==> src/rtl/cvs_pkg.sv <==
`default_nettype none

package cvs_pkg;

  // Fixed field widths of the block's words.
  localparam int CLS_W      = 6;
  localparam int SCORE_W    = 16;
  localparam int MV_W       = 4;
  localparam int CFG_IDX_W  = 2;
  localparam int CFG_DATA_W = 16;

  // Configuration register indexes.
  localparam logic [CFG_IDX_W-1:0] REG_LOC_THR   = 2'd0;
  localparam logic [CFG_IDX_W-1:0] REG_MIN_VOTES = 2'd1;
  localparam logic [CFG_IDX_W-1:0] REG_TURN_THR  = 2'd2;

  // Register values after reset (0.85 and 0.90 in Q0.16).
  localparam logic [SCORE_W-1:0] LOC_THR_RST   = 16'd55706;
  localparam logic [MV_W-1:0]    MIN_VOTES_RST = 4'd5;
  localparam logic [SCORE_W-1:0] TURN_THR_RST  = 16'd58982;

  // One closed frame pushed into the class/score history.
  typedef struct packed {
    logic               en;
    logic [CLS_W-1:0]   cls;
    logic [SCORE_W-1:0] score;
  } hist_push_t;

  // One turn score pushed into the turn history.
  typedef struct packed {
    logic               en;
    logic [SCORE_W-1:0] score;
  } turn_push_t;

endpackage

`default_nettype wire

==> src/rtl/cvs_in_if.sv <==
`default_nettype none

interface cvs_in_if;
  logic                        valid;
  logic                        ready;
  logic [cvs_pkg::SCORE_W-1:0] class_score;
  logic                        frame_last;
  logic [cvs_pkg::SCORE_W-1:0] turn_score;

  modport source (output valid, class_score, frame_last, turn_score, input ready);
  modport sink (input valid, class_score, frame_last, turn_score, output ready);
endinterface

`default_nettype wire

==> src/rtl/cvs_out_if.sv <==
`default_nettype none

interface cvs_out_if;
  logic                        valid;
  logic                        ready;
  logic [cvs_pkg::CLS_W-1:0]   best_class;
  logic                        class_valid;
  logic [cvs_pkg::SCORE_W-1:0] class_confidence;
  logic                        turn_detected;
  logic [cvs_pkg::SCORE_W-1:0] turn_avg;

  modport source (output valid, best_class, class_valid, class_confidence, turn_detected,
                  turn_avg, input ready);
  modport sink (input valid, best_class, class_valid, class_confidence, turn_detected,
                turn_avg, output ready);
endinterface

`default_nettype wire

==> src/rtl/cvs_divider.sv <==
`default_nettype none

module cvs_divider #(
  parameter int NUM_W = 20,
  parameter int DEN_W = 5
) (
  input  wire logic             clk,
  input  wire logic             rst_n,
  input  wire logic             start,
  input  wire logic [NUM_W-1:0] num,
  input  wire logic [DEN_W-1:0] den,
  output logic                  done,
  output logic [NUM_W-1:0]      quo
);

  localparam int CW = $clog2(NUM_W + 1);

  logic             busy_r;
  logic             done_r;
  logic [CW-1:0]    cnt_r;
  logic [DEN_W-1:0] rem_r;
  logic [DEN_W-1:0] den_r;
  logic [NUM_W-1:0] quo_r;
  logic [DEN_W:0]   shifted;
  logic [DEN_W:0]   trial;
  logic             fits;

  // One restoring step: bring down the next dividend bit and try the divisor.
  assign shifted = {rem_r, quo_r[NUM_W-1]};
  assign fits    = shifted >= {1'b0, den_r};
  assign trial   = shifted - {1'b0, den_r};

  // The dividend shifts out at the top while quotient bits shift in below.
  always_ff @(posedge clk) begin
    if (!rst_n) begin
      busy_r <= 1'b0;
      done_r <= 1'b0;
      cnt_r  <= '0;
    end else begin
      done_r <= 1'b0;
      if (start) begin
        busy_r <= 1'b1;
        cnt_r  <= CW'(NUM_W);
        rem_r  <= '0;
        den_r  <= den;
        quo_r  <= num;
      end else if (busy_r) begin
        rem_r <= fits ? trial[DEN_W-1:0] : shifted[DEN_W-1:0];
        quo_r <= {quo_r[NUM_W-2:0], fits};
        cnt_r <= cnt_r - CW'(1);
        if (cnt_r == CW'(1)) begin
          busy_r <= 1'b0;
          done_r <= 1'b1;
        end
      end
    end
  end

  assign done = done_r;
  assign quo  = quo_r;

endmodule

`default_nettype wire

==> src/rtl/cvs_hist_vote.sv <==
`default_nettype none

module cvs_hist_vote #(
  parameter int HISTORY_DEPTH = 16,
  parameter int VOTE_WINDOW   = 8,
  localparam int CNT_W        = $clog2(VOTE_WINDOW + 1),
  localparam int SUM_W        = cvs_pkg::SCORE_W + CNT_W
) (
  input  wire logic                         clk,
  input  wire logic                         rst_n,
  input  wire cvs_pkg::hist_push_t          push,
  output logic                              done,
  output logic [cvs_pkg::CLS_W-1:0]         win_cls,
  output logic [CNT_W-1:0]                  win_cnt,
  output logic [SUM_W-1:0]                  win_sum
);

  localparam int PTR_W = $clog2(HISTORY_DEPTH);
  localparam int LW    = (VOTE_WINDOW > 1) ? $clog2(VOTE_WINDOW) : 1;
  localparam int ENT_W = cvs_pkg::CLS_W + cvs_pkg::SCORE_W;
  localparam logic [PTR_W-1:0] LAST_IDX = PTR_W'(HISTORY_DEPTH - 1);
  localparam logic [CNT_W-1:0] WIN_N    = CNT_W'(VOTE_WINDOW);

  localparam logic [1:0] PH_IDLE = 2'd0;
  localparam logic [1:0] PH_READ = 2'd1;
  localparam logic [1:0] PH_SEL  = 2'd2;

  logic [ENT_W-1:0]         mem_r [HISTORY_DEPTH];
  logic [HISTORY_DEPTH-1:0] ent_vld_r;
  logic [PTR_W-1:0]         ptr_r;
  logic [PTR_W-1:0]         wr_ptr;
  logic [1:0]               ph_r;
  logic                     done_r;

  logic [PTR_W-1:0]         rd_addr_r;
  logic [CNT_W-1:0]         rd_cnt_r;
  logic [ENT_W-1:0]         rd_data_r;
  logic                     rd_ok_r;
  logic                     rd_vld_r;
  logic [LW-1:0]            rd_k_r;
  logic [cvs_pkg::CLS_W-1:0]   rd_cls;
  logic [cvs_pkg::SCORE_W-1:0] rd_scr;

  logic [cvs_pkg::CLS_W-1:0] lane_cls_r [VOTE_WINDOW];
  logic [CNT_W-1:0]          lane_cnt_r [VOTE_WINDOW];
  logic [SUM_W-1:0]          lane_sum_r [VOTE_WINDOW];

  logic [CNT_W-1:0]          sel_cnt_r;
  logic [cvs_pkg::CLS_W-1:0] s_cls;
  logic [CNT_W-1:0]          s_cnt;
  logic [SUM_W-1:0]          s_sum;
  logic [cvs_pkg::CLS_W-1:0] best_cls_r;
  logic [CNT_W-1:0]          best_cnt_r;
  logic [SUM_W-1:0]          best_sum_r;

  // Slot of the entry being pushed, wrapping at the end of the ring.
  assign wr_ptr = (ptr_r == LAST_IDX) ? '0 : ptr_r + PTR_W'(1);

  // History memory: one write port, one registered read port.
  always_ff @(posedge clk) begin
    if (push.en) begin
      mem_r[wr_ptr] <= {push.cls, push.score};
    end
    rd_data_r <= mem_r[rd_addr_r];
    rd_ok_r   <= ent_vld_r[rd_addr_r];
  end

  // An entry never written since reset reads as class 0, score 0.
  assign rd_cls = rd_ok_r ? rd_data_r[ENT_W-1:cvs_pkg::SCORE_W] : '0;
  assign rd_scr = rd_ok_r ? rd_data_r[cvs_pkg::SCORE_W-1:0] : '0;

  // Lane currently offered to the winner search.
  assign s_cls = lane_cls_r[sel_cnt_r[LW-1:0]];
  assign s_cnt = lane_cnt_r[sel_cnt_r[LW-1:0]];
  assign s_sum = lane_sum_r[sel_cnt_r[LW-1:0]];

  // Sequencer: push, walk the window backward, then pick the winner.
  always_ff @(posedge clk) begin
    if (!rst_n) begin
      ph_r      <= PH_IDLE;
      ptr_r     <= '0;
      ent_vld_r <= '0;
      rd_vld_r  <= 1'b0;
      rd_cnt_r  <= '0;
      sel_cnt_r <= '0;
      done_r    <= 1'b0;
    end else begin
      done_r   <= 1'b0;
      rd_vld_r <= 1'b0;
      unique case (ph_r)
        PH_IDLE: begin
          if (push.en) begin
            ptr_r             <= wr_ptr;
            ent_vld_r[wr_ptr] <= 1'b1;
            rd_addr_r         <= wr_ptr;
            rd_cnt_r          <= '0;
            ph_r              <= PH_READ;
          end
        end
        PH_READ: begin
          if (rd_cnt_r != WIN_N) begin
            rd_vld_r  <= 1'b1;
            rd_k_r    <= rd_cnt_r[LW-1:0];
            rd_addr_r <= (rd_addr_r == '0) ? LAST_IDX : rd_addr_r - PTR_W'(1);
            rd_cnt_r  <= rd_cnt_r + CNT_W'(1);
          end else begin
            sel_cnt_r  <= '0;
            best_cls_r <= '0;
            best_cnt_r <= '0;
            best_sum_r <= '0;
            ph_r       <= PH_SEL;
          end
        end
        PH_SEL: begin
          if (sel_cnt_r != WIN_N) begin
            // Most votes wins; on equal votes the lower class index wins.
            if ((s_cnt > best_cnt_r) || ((s_cnt == best_cnt_r) && (s_cls < best_cls_r))) begin
              best_cls_r <= s_cls;
              best_cnt_r <= s_cnt;
              best_sum_r <= s_sum;
            end
            sel_cnt_r <= sel_cnt_r + CNT_W'(1);
          end else begin
            done_r <= 1'b1;
            ph_r   <= PH_IDLE;
          end
        end
        default: ph_r <= PH_IDLE;
      endcase
    end
  end

  // Vote lanes: lane k opens on window entry k and then counts every later
  // entry of the same class. The lane of a class's first entry ends up with
  // the full count and sum; later lanes of that class always hold fewer.
  always_ff @(posedge clk) begin
    if (rd_vld_r) begin
      for (int j = 0; j < VOTE_WINDOW; j++) begin
        if (LW'(j) == rd_k_r) begin
          lane_cls_r[j] <= rd_cls;
          lane_cnt_r[j] <= CNT_W'(1);
          lane_sum_r[j] <= SUM_W'(rd_scr);
        end else if (lane_cls_r[j] == rd_cls) begin
          lane_cnt_r[j] <= lane_cnt_r[j] + CNT_W'(1);
          lane_sum_r[j] <= lane_sum_r[j] + SUM_W'(rd_scr);
        end
      end
    end
  end

  assign done    = done_r;
  assign win_cls = best_cls_r;
  assign win_cnt = best_cnt_r;
  assign win_sum = best_sum_r;

endmodule

`default_nettype wire

==> src/rtl/cvs_turn_win.sv <==
`default_nettype none

module cvs_turn_win #(
  parameter int TURN_HISTORY_DEPTH = 8,
  parameter int TURN_WINDOW        = 4,
  localparam int TSUM_W            = cvs_pkg::SCORE_W + $clog2(TURN_WINDOW + 1)
) (
  input  wire logic                        clk,
  input  wire logic                        rst_n,
  input  wire cvs_pkg::turn_push_t         push,
  input  wire logic [cvs_pkg::SCORE_W-1:0] thr,
  output logic                             done,
  output logic [TSUM_W-1:0]                tsum,
  output logic                             all_above
);

  localparam int PTR_W = $clog2(TURN_HISTORY_DEPTH);
  localparam int TC_W  = $clog2(TURN_WINDOW + 1);
  localparam logic [PTR_W-1:0] LAST_IDX = PTR_W'(TURN_HISTORY_DEPTH - 1);
  localparam logic [TC_W-1:0]  WIN_N    = TC_W'(TURN_WINDOW);

  localparam logic PH_IDLE = 1'b0;
  localparam logic PH_READ = 1'b1;

  logic [cvs_pkg::SCORE_W-1:0] mem_r [TURN_HISTORY_DEPTH];
  logic [TURN_HISTORY_DEPTH-1:0] ent_vld_r;
  logic [PTR_W-1:0]            ptr_r;
  logic [PTR_W-1:0]            wr_ptr;
  logic                        ph_r;
  logic                        done_r;
  logic [PTR_W-1:0]            rd_addr_r;
  logic [TC_W-1:0]             rd_cnt_r;
  logic [cvs_pkg::SCORE_W-1:0] rd_data_r;
  logic                        rd_ok_r;
  logic                        rd_vld_r;
  logic [cvs_pkg::SCORE_W-1:0] rd_val;
  logic [TSUM_W-1:0]           tsum_r;
  logic                        all_r;

  assign wr_ptr = (ptr_r == LAST_IDX) ? '0 : ptr_r + PTR_W'(1);

  // Turn history memory: one write port, one registered read port.
  always_ff @(posedge clk) begin
    if (push.en) begin
      mem_r[wr_ptr] <= push.score;
    end
    rd_data_r <= mem_r[rd_addr_r];
    rd_ok_r   <= ent_vld_r[rd_addr_r];
  end

  assign rd_val = rd_ok_r ? rd_data_r : '0;

  // Push, then read the newest entries backward and accumulate them.
  always_ff @(posedge clk) begin
    if (!rst_n) begin
      ph_r      <= PH_IDLE;
      ptr_r     <= '0;
      ent_vld_r <= '0;
      rd_vld_r  <= 1'b0;
      rd_cnt_r  <= '0;
      done_r    <= 1'b0;
    end else begin
      done_r   <= 1'b0;
      rd_vld_r <= 1'b0;
      unique case (ph_r)
        PH_IDLE: begin
          if (push.en) begin
            ptr_r             <= wr_ptr;
            ent_vld_r[wr_ptr] <= 1'b1;
            rd_addr_r         <= wr_ptr;
            rd_cnt_r          <= '0;
            tsum_r            <= '0;
            all_r             <= 1'b1;
            ph_r              <= PH_READ;
          end
        end
        PH_READ: begin
          if (rd_cnt_r != WIN_N) begin
            rd_vld_r  <= 1'b1;
            rd_addr_r <= (rd_addr_r == '0) ? LAST_IDX : rd_addr_r - PTR_W'(1);
            rd_cnt_r  <= rd_cnt_r + TC_W'(1);
          end else begin
            done_r <= 1'b1;
            ph_r   <= PH_IDLE;
          end
        end
        default: ph_r <= PH_IDLE;
      endcase
      // The read of the last entry lands together with the done pulse.
      if (rd_vld_r) begin
        tsum_r <= tsum_r + TSUM_W'(rd_val);
        if (!(rd_val > thr)) begin
          all_r <= 1'b0;
        end
      end
    end
  end

  assign done      = done_r;
  assign tsum      = tsum_r;
  assign all_above = all_r;

endmodule

`default_nettype wire

==> src/rtl/classifier_vote_smoother.sv <==
`default_nettype none

// Smooths a per-frame classifier: each word carries one class score (Q0.16) in
// class order, and the word with frame_last set closes the frame and carries its
// turn score. Words inside a frame are taken one per cycle and only update the
// running argmax. The closing word pushes the frame's class and score into the
// history memory and its turn score into the turn memory, and the block then
// accepts nothing until its result is formed. The vote pass and the turn pass run
// side by side, each through the single read port of its memory. The longer of the
// two is followed by a one-bit-per-cycle divider for the mean score, one quotient bit
// for each bit of the vote sum (16 + $clog2(VOTE_WINDOW + 1) bits). The turn average
// comes from a constant reciprocal multiply. One result word comes out per frame;
// it sits in an output register, so the next frame may start while it waits to be
// taken, but a closing word whose result finds that register still full keeps the
// input held until it is free. Both history memories start out reading as zero
// through per-entry valid bits, so no clearing pass follows reset.
module classifier_vote_smoother #(
  parameter int NUM_CLASSES        = 64,
  parameter int HISTORY_DEPTH      = 16,
  parameter int VOTE_WINDOW        = 8,
  parameter int TURN_HISTORY_DEPTH = 8,
  parameter int TURN_WINDOW        = 4
) (
  input  wire logic                           clk,
  input  wire logic                           rst_n,
  cvs_in_if.sink                              in_word,
  cvs_out_if.source                           out_word,
  input  wire logic                           cfg_we,
  input  wire logic [cvs_pkg::CFG_IDX_W-1:0]  cfg_idx,
  input  wire logic [cvs_pkg::CFG_DATA_W-1:0] cfg_wdata
);

  localparam int CNT_W  = $clog2(VOTE_WINDOW + 1);
  localparam int SUM_W  = cvs_pkg::SCORE_W + CNT_W;
  localparam int TC_W   = $clog2(TURN_WINDOW + 1);
  localparam int TSUM_W = cvs_pkg::SCORE_W + TC_W;
  localparam int MVC_W  = (CNT_W > cvs_pkg::MV_W) ? CNT_W : cvs_pkg::MV_W;
  localparam logic [cvs_pkg::CLS_W-1:0] LAST_CLS = cvs_pkg::CLS_W'(NUM_CLASSES - 1);

  // Rounded-up reciprocal of TURN_WINDOW; the shift is wide enough that the
  // product gives the exact floor for every possible turn sum.
  localparam int TQ_SH = TSUM_W + TC_W;
  localparam int RCP_W = TQ_SH + 1;
  localparam int TP_W  = TSUM_W + RCP_W;
  localparam logic [RCP_W-1:0] TURN_RCP =
    RCP_W'(((64'd1 << TQ_SH) + 64'(TURN_WINDOW) - 64'd1) / 64'(TURN_WINDOW));

  localparam logic [2:0] ST_IDLE = 3'd0;
  localparam logic [2:0] ST_VOTE = 3'd1;
  localparam logic [2:0] ST_DIVM = 3'd2;
  localparam logic [2:0] ST_OUT  = 3'd3;

  logic [2:0] state_r;
  logic       in_acc;

  logic [cvs_pkg::SCORE_W-1:0] loc_thr_r;
  logic [cvs_pkg::MV_W-1:0]    min_votes_r;
  logic [cvs_pkg::SCORE_W-1:0] turn_thr_r;

  logic [cvs_pkg::CLS_W-1:0]   class_counter_r;
  logic [cvs_pkg::SCORE_W-1:0] running_max_r;
  logic [cvs_pkg::CLS_W-1:0]   current_class_r;
  logic [cvs_pkg::SCORE_W-1:0] last_score_r;
  logic                        score_gt;
  logic [cvs_pkg::CLS_W-1:0]   cls_now;
  logic [cvs_pkg::SCORE_W-1:0] max_now;
  logic [cvs_pkg::SCORE_W-1:0] frame_score;

  cvs_pkg::hist_push_t hist_push;
  cvs_pkg::turn_push_t turn_push;

  logic                      hv_done;
  logic [cvs_pkg::CLS_W-1:0] win_cls;
  logic [CNT_W-1:0]          win_cnt;
  logic [SUM_W-1:0]          win_sum;
  logic                      tw_done;
  logic [TSUM_W-1:0]         tsum;
  logic                      all_above;
  logic                      h_done_r;
  logic                      t_done_r;

  logic             div_start;
  logic             div_done;
  logic [SUM_W-1:0] div_quo;
  logic [TP_W-1:0]  turn_prod;

  logic [SUM_W-1:0]            thr_prod;
  logic                        cls_ok;
  logic                        cls_ok_r;
  logic [cvs_pkg::SCORE_W-1:0] mean_r;
  logic [cvs_pkg::SCORE_W-1:0] tconf_r;

  logic                        out_valid_r;
  logic [cvs_pkg::CLS_W-1:0]   out_cls_r;
  logic                        out_cvld_r;
  logic [cvs_pkg::SCORE_W-1:0] out_cconf_r;
  logic                        out_turn_r;
  logic [cvs_pkg::SCORE_W-1:0] out_tconf_r;

  assign in_word.ready = (state_r == ST_IDLE);
  assign in_acc        = in_word.valid && in_word.ready;

  // Configuration registers; writes to unused indexes are dropped.
  always_ff @(posedge clk) begin
    if (!rst_n) begin
      loc_thr_r   <= cvs_pkg::LOC_THR_RST;
      min_votes_r <= cvs_pkg::MIN_VOTES_RST;
      turn_thr_r  <= cvs_pkg::TURN_THR_RST;
    end else if (cfg_we) begin
      unique case (cfg_idx)
        cvs_pkg::REG_LOC_THR:   loc_thr_r   <= cfg_wdata;
        cvs_pkg::REG_MIN_VOTES: min_votes_r <= cfg_wdata[cvs_pkg::MV_W-1:0];
        cvs_pkg::REG_TURN_THR:  turn_thr_r  <= cfg_wdata;
        default: ;
      endcase
    end
  end

  // Running argmax of the frame; an equal score does not displace the leader.
  assign score_gt    = in_word.class_score > running_max_r;
  assign cls_now     = score_gt ? class_counter_r : current_class_r;
  assign max_now     = score_gt ? in_word.class_score : running_max_r;
  // A frame with no score above zero repeats the score pushed last.
  assign frame_score = (max_now != '0) ? max_now : last_score_r;

  always_ff @(posedge clk) begin
    if (!rst_n) begin
      class_counter_r <= '0;
      running_max_r   <= '0;
      current_class_r <= '0;
      last_score_r    <= '0;
    end else if (in_acc) begin
      current_class_r <= cls_now;
      if (in_word.frame_last) begin
        class_counter_r <= '0;
        running_max_r   <= '0;
        last_score_r    <= frame_score;
      end else begin
        running_max_r <= max_now;
        // Extra scores of an overlong frame all compete as the last class.
        if (class_counter_r < LAST_CLS) begin
          class_counter_r <= class_counter_r + cvs_pkg::CLS_W'(1);
        end
      end
    end
  end

  // The closing word pushes into both histories and starts their window passes.
  always_comb begin
    hist_push.en    = in_acc && in_word.frame_last;
    hist_push.cls   = cls_now;
    hist_push.score = frame_score;
    turn_push.en    = in_acc && in_word.frame_last;
    turn_push.score = in_word.turn_score;
  end

  cvs_hist_vote #(
    .HISTORY_DEPTH (HISTORY_DEPTH),
    .VOTE_WINDOW   (VOTE_WINDOW)
  ) u_hist_vote (
    .clk     (clk),
    .rst_n   (rst_n),
    .push    (hist_push),
    .done    (hv_done),
    .win_cls (win_cls),
    .win_cnt (win_cnt),
    .win_sum (win_sum)
  );

  cvs_turn_win #(
    .TURN_HISTORY_DEPTH (TURN_HISTORY_DEPTH),
    .TURN_WINDOW        (TURN_WINDOW)
  ) u_turn_win (
    .clk       (clk),
    .rst_n     (rst_n),
    .push      (turn_push),
    .thr       (turn_thr_r),
    .done      (tw_done),
    .tsum      (tsum),
    .all_above (all_above)
  );

  // More votes than the minimum and exact mean test: sum > threshold * count, before the mean is truncated.
  assign thr_prod = SUM_W'(loc_thr_r) * SUM_W'(win_cnt);
  assign cls_ok   = (MVC_W'(win_cnt) > MVC_W'(min_votes_r)) && (win_sum > thr_prod);

  // The divider forms the mean score once both window passes are done.
  assign div_start = (state_r == ST_VOTE) && h_done_r && t_done_r;

  cvs_divider #(
    .NUM_W (SUM_W),
    .DEN_W (CNT_W)
  ) u_divider (
    .clk   (clk),
    .rst_n (rst_n),
    .start (div_start),
    .num   (win_sum),
    .den   (win_cnt),
    .done  (div_done),
    .quo   (div_quo)
  );

  // Turn average: multiply by the reciprocal and keep the integer part.
  assign turn_prod = TP_W'(tsum) * TP_W'(TURN_RCP);

  // Frame-end sequencer.
  always_ff @(posedge clk) begin
    if (!rst_n) begin
      state_r  <= ST_IDLE;
      h_done_r <= 1'b0;
      t_done_r <= 1'b0;
    end else begin
      unique case (state_r)
        ST_IDLE: begin
          if (in_acc && in_word.frame_last) begin
            state_r <= ST_VOTE;
          end
        end
        ST_VOTE: begin
          if (hv_done) begin
            h_done_r <= 1'b1;
          end
          if (tw_done) begin
            t_done_r <= 1'b1;
          end
          if (h_done_r && t_done_r) begin
            h_done_r <= 1'b0;
            t_done_r <= 1'b0;
            cls_ok_r <= cls_ok;
            state_r  <= ST_DIVM;
          end
        end
        ST_DIVM: begin
          if (div_done) begin
            mean_r  <= div_quo[cvs_pkg::SCORE_W-1:0];
            tconf_r <= turn_prod[TQ_SH +: cvs_pkg::SCORE_W];
            state_r <= ST_OUT;
          end
        end
        ST_OUT: begin
          if (!out_valid_r || out_word.ready) begin
            state_r <= ST_IDLE;
          end
        end
        default: state_r <= ST_IDLE;
      endcase
    end
  end

  // Output register: loaded once the previous word has been taken.
  always_ff @(posedge clk) begin
    if (!rst_n) begin
      out_valid_r <= 1'b0;
    end else if ((state_r == ST_OUT) && (!out_valid_r || out_word.ready)) begin
      out_valid_r <= 1'b1;
      out_cls_r   <= win_cls;
      out_cvld_r  <= cls_ok_r;
      out_cconf_r <= cls_ok_r ? mean_r : '0;
      out_turn_r  <= all_above;
      out_tconf_r <= tconf_r;
    end else if (out_word.ready) begin
      out_valid_r <= 1'b0;
    end
  end

  assign out_word.valid            = out_valid_r;
  assign out_word.best_class       = out_cls_r;
  assign out_word.class_valid      = out_cvld_r;
  assign out_word.class_confidence = out_cconf_r;
  assign out_word.turn_detected    = out_turn_r;
  assign out_word.turn_avg         = out_tconf_r;

endmodule

`default_nettype wire

==> src/flat_wrapper.sv <==
// flat-port wrapper written by rule: the top's interface ports become plain ports
module classifier_vote_smoother_flat 
#(
  parameter int NUM_CLASSES        = 64,
  parameter int HISTORY_DEPTH      = 16,
  parameter int VOTE_WINDOW        = 8,
  parameter int TURN_HISTORY_DEPTH = 8,
  parameter int TURN_WINDOW        = 4
)
  (clk, rst_n, cfg_we, cfg_idx, cfg_wdata, in_word_valid, in_word_class_score, in_word_frame_last, in_word_turn_score, in_word_ready, out_word_valid, out_word_best_class, out_word_class_valid, out_word_class_confidence, out_word_turn_detected, out_word_turn_avg, out_word_ready);
  cvs_in_if in_word_i ();
  cvs_out_if out_word_i ();
  input  wire logic clk;
  input  wire logic rst_n;
  input  wire logic cfg_we;
  input  wire logic [cvs_pkg::CFG_IDX_W-1:0] cfg_idx;
  input  wire logic [cvs_pkg::CFG_DATA_W-1:0] cfg_wdata;
  input wire logic [$bits(in_word_i.valid)-1:0] in_word_valid;
  input wire logic [$bits(in_word_i.class_score)-1:0] in_word_class_score;
  input wire logic [$bits(in_word_i.frame_last)-1:0] in_word_frame_last;
  input wire logic [$bits(in_word_i.turn_score)-1:0] in_word_turn_score;
  output wire logic [$bits(in_word_i.ready)-1:0] in_word_ready;
  output wire logic [$bits(out_word_i.valid)-1:0] out_word_valid;
  output wire logic [$bits(out_word_i.best_class)-1:0] out_word_best_class;
  output wire logic [$bits(out_word_i.class_valid)-1:0] out_word_class_valid;
  output wire logic [$bits(out_word_i.class_confidence)-1:0] out_word_class_confidence;
  output wire logic [$bits(out_word_i.turn_detected)-1:0] out_word_turn_detected;
  output wire logic [$bits(out_word_i.turn_avg)-1:0] out_word_turn_avg;
  input wire logic [$bits(out_word_i.ready)-1:0] out_word_ready;
  assign in_word_i.valid = in_word_valid;
  assign in_word_i.class_score = in_word_class_score;
  assign in_word_i.frame_last = in_word_frame_last;
  assign in_word_i.turn_score = in_word_turn_score;
  assign in_word_ready = in_word_i.ready;
  assign out_word_valid = out_word_i.valid;
  assign out_word_best_class = out_word_i.best_class;
  assign out_word_class_valid = out_word_i.class_valid;
  assign out_word_class_confidence = out_word_i.class_confidence;
  assign out_word_turn_detected = out_word_i.turn_detected;
  assign out_word_turn_avg = out_word_i.turn_avg;
  assign out_word_i.ready = out_word_ready;
  classifier_vote_smoother #(.NUM_CLASSES(NUM_CLASSES), .HISTORY_DEPTH(HISTORY_DEPTH), .VOTE_WINDOW(VOTE_WINDOW), .TURN_HISTORY_DEPTH(TURN_HISTORY_DEPTH), .TURN_WINDOW(TURN_WINDOW)) u_core (.clk(clk), .rst_n(rst_n), .in_word(in_word_i), .out_word(out_word_i), .cfg_we(cfg_we), .cfg_idx(cfg_idx), .cfg_wdata(cfg_wdata));
endmodule
==> config.mk <==
export PLATFORM = sky130hd
export DESIGN_NAME = classifier_vote_smoother_flat
export DESIGN_NICKNAME = d
export VERILOG_FILES = /design/src/rtl/cvs_pkg.sv /design/src/rtl/cvs_in_if.sv /design/src/rtl/cvs_out_if.sv /design/src/rtl/cvs_divider.sv /design/src/rtl/cvs_hist_vote.sv /design/src/rtl/cvs_turn_win.sv /design/src/rtl/classifier_vote_smoother.sv /design/src/flat_wrapper.sv
export SDC_FILE = /design/constraint.sdc
export NUM_CORES = 2
export LEC_CHECK = 0
export BUFFER_PORTS_ARGS = -buffer_cell sky130_fd_sc_hd__buf_2
export CORE_ASPECT_RATIO = 0.6
export CORE_MARGIN = 2
export CORE_UTILIZATION = 45
export DETAILED_ROUTE_END_ITERATION = 16
export REMOVE_ABC_BUFFERS = 1
export SLEW_MARGIN = 20
export SYNTH_ARGS = -nofsm -noshare
export SYNTH_HDL_FRONTEND = slang
export SYNTH_HIERARCHICAL = 1
export SYNTH_SLANG_ARGS = --single-unit
export TNS_END_PERCENT = 5
==> constraint.sdc <==
create_clock -name clk -period 5.85 [get_ports clk]
set_input_delay 0.585 -clock clk [delete_from_list [all_inputs] [get_ports clk]]
set_output_delay 0.585 -clock clk [all_outputs]
set_load 0.01 [all_outputs]
==> metrics.yaml <==
status: "finished clean"
max_cap_violations: 0
start_util: 0.456
core_area_mm2: 0.120
final_max_slew_viol_count: 0
crit_slowest_cell: "edfxtp_1"
antenna_found_initial: 4
grt_pass1_vias: 33500
leakage_nw: 22.3
cts_buffers: 100
hpwl_mm: 95.1
vias: 36200
yosysWarnings: 6
vdd_drop_max_mv: 0.239
cp_num_buf_inv: 2
drc_errors: 0
cts.path.max_buffers: 3
pin_count: 98
rows: 98
htreeDepth: 3
min_path_type: "primary input to flip-flop"
die_h_um: 274
place_area_mm2: 0.0570
worstPathRequired_ns: 6.31
via_per_inst: 5.82
dieArea_mm2: 0.124
holdWs_ns: 0.119
whs_path_depth: 3
finalHoldViolCount: 0
power_density_mw_per_mm2: 306
layout_min_cycle_time_ns: 5.45
worstSetupPathType: "flip-flop to flip-flop"
worstMarginPinSlew_ns: 1.09
grt_max_degree: 78
syn_inst: 4446
max_freq_mhz: 183
cp.depth: 20
cts.sinks: 1064
clkTransAtPathRegs_ns: 0.07
place_congestion: 0.885
fp.dieW_um: 454
cts_tree: "built"
drt-pass1-iter-count: 6
drive_above_1_share: 0.143
p_total_mw: 18.6
cts_root_buffer: "clkbuf_16"
crit_arrival_ns: 5.91
worst_slew_margin_rel: 0.273
avgSynthCellArea_um2: 12.3
start_kind: "flip-flop"
grt-ovfl-total: 0
final.setup.tns_ns: 0
drt_wl_total_mm: 141
period_share: 0.932
r2r_cells: 20
crit_chain: "and2_1 > fa_1 > inv_1 > fa_1 > inv_1 > ha_1 > a21o_1 > a21oi_1 > nor4b_1 > nor2_1 > a31oi_2 > mux2i_1 > a2111oi_0 > ha_1 > nand4_1 > nor2_1 > nand2_1 > or4_1 > nand2_1 > a31oi_1"
wl_per_cell_um: 22.6
grt.total_usage: 0.224
fin_area_mm2: 0.0606
crit_path_max_fanout: 10
grt_pass1_wl_mm: 212
drt_iter0_drc: 3751
rsz0062_at_grt: "false"
port-buffer-count: 97
nets: 4887
clk-insertion-delay-late_ns: 0.74
cpPeakStageDelay_ns: 0.54
syn2layout_area_growth_pct: 11.0
end_kind: "flip-flop"
antenna_cells: 0
cts.hold.buffers_added: 0
setup_violations: 0
ant_nets: 0
syn_area_mm2: 0.0546
fillers: 10300
final_util: 0.506
clock_skew_ns: 0.0646
cpLargestDelayFamily: "adder cells"
-- tightest hold or removal path, cell delays in order --
cell     delay (ns)
buf_2          0.10
nand2_1        0.05
nand3_1        0.06
-- flip-flops by register name, summed over array words and instances (netlist names), 18 cells and up, named ones only --
signal	flops
u_core/u_turn_win/mem_r	128
u_core/u_hist_vote/rd_data_r	22
u_core/u_hist_vote/lane_cnt_r	32
u_core/u_turn_win/tsum	18
u_core/u_hist_vote/mem_r	352
u_core/u_divider/quo	20
u_core/u_hist_vote/lane_sum_r	160
u_core/u_hist_vote/win_sum	20
u_core/u_hist_vote/lane_cls_r	48
-- stage by stage --
step	worst slack, ns	std cells
final	0.399	6231
after global routing	0.0603	6231
after CTS	0.156	6215
after detailed placement	0.143	6027
after global placement	0.350	6025
after floorplan	-0.751	4249
-- layout by cell type (no fill, tap or decap), types with 17 or more instances in the layout --
master	n
edfxtp_1	880
nand2_1	432
nor2_1	259
ha_1	249
a21oi_1	214
inv_1	207
o21ai_0	203
dfxtp_1	180
mux4_2	140
mux2i_1	137
xnor2_1	115
nand3_1	106
and2_1	104
xor2_1	104
clkbuf_16	103
buf_2	96
buf_4	93
a21o_1	84
mux2_2	56
o21a_1	51
nor2b_1	47
a31oi_1	47
nor3_1	40
fa_1	37
a22oi_1	34
or3_1	34
nand2b_1	33
o211ai_1	31
and3_1	27
a221oi_1	27
o21ai_1	27
nand4_1	23
clkbuf_1	20
nor2_2	17
-- cell type report --
type	count	area, µm²	share of cell area
Timing Repair Buffer	194	1230	0.0203
Clock buffer	136	2830	0.0467
Sequential cell	1064	30100	0.497
Multi-Input combinational cell	2972	23000	0.380
Inverter	213	801	0.0132
Clock inverter	52	623	0.0103
Tap cell	1600	2000	0.0330
-- final timing paths --
path / slack (ns) / start / end
worst max register to register: 0.40 / u_core/u_hist_vote/win_cnt[3]$_SDFFCE_PN0P_ / u_core/cls_ok_r$_DFFE_PP_
worst min-delay path: 0.12 / cfg_wdata[9] / u_core/turn_thr_r[9]$_SDFFE_PN1P_
worst min register to register: 0.42 / u_core/tconf_r[5]$_DFFE_PP_ / u_core/out_word.turn_avg[5]$_DFFE_PP_
worst max-delay path: 0.40 / u_core/u_hist_vote/win_cnt[3]$_SDFFCE_PN0P_ / u_core/cls_ok_r$_DFFE_PP_
-- routing by layer --
layer | track usage | vias up | part of all wire
met1 | 0.374 | 18100 | 0.52
met4 | 0.0422 | 0 | 0.016
met3 | 0.0349 | 148 | 0.068
met5 | 0 | - | 0
met2 | 0.302 | 1176 | 0.40
li1 | - | 16800 | -
-- power breakdown --
group	internal, mW	switching, mW
sequential	8.53	0.191
combinational	1.10	1.90
clock	3.83	3.02
total	13.5	5.11
-- what timing repair did --
item                       4_1_cts  5_1_grt
setup endpoints to repair        0        1
gates resized for setup          0        1
setup buffers                    0        9
Note: power is estimated with default switching activity, not from simulation.
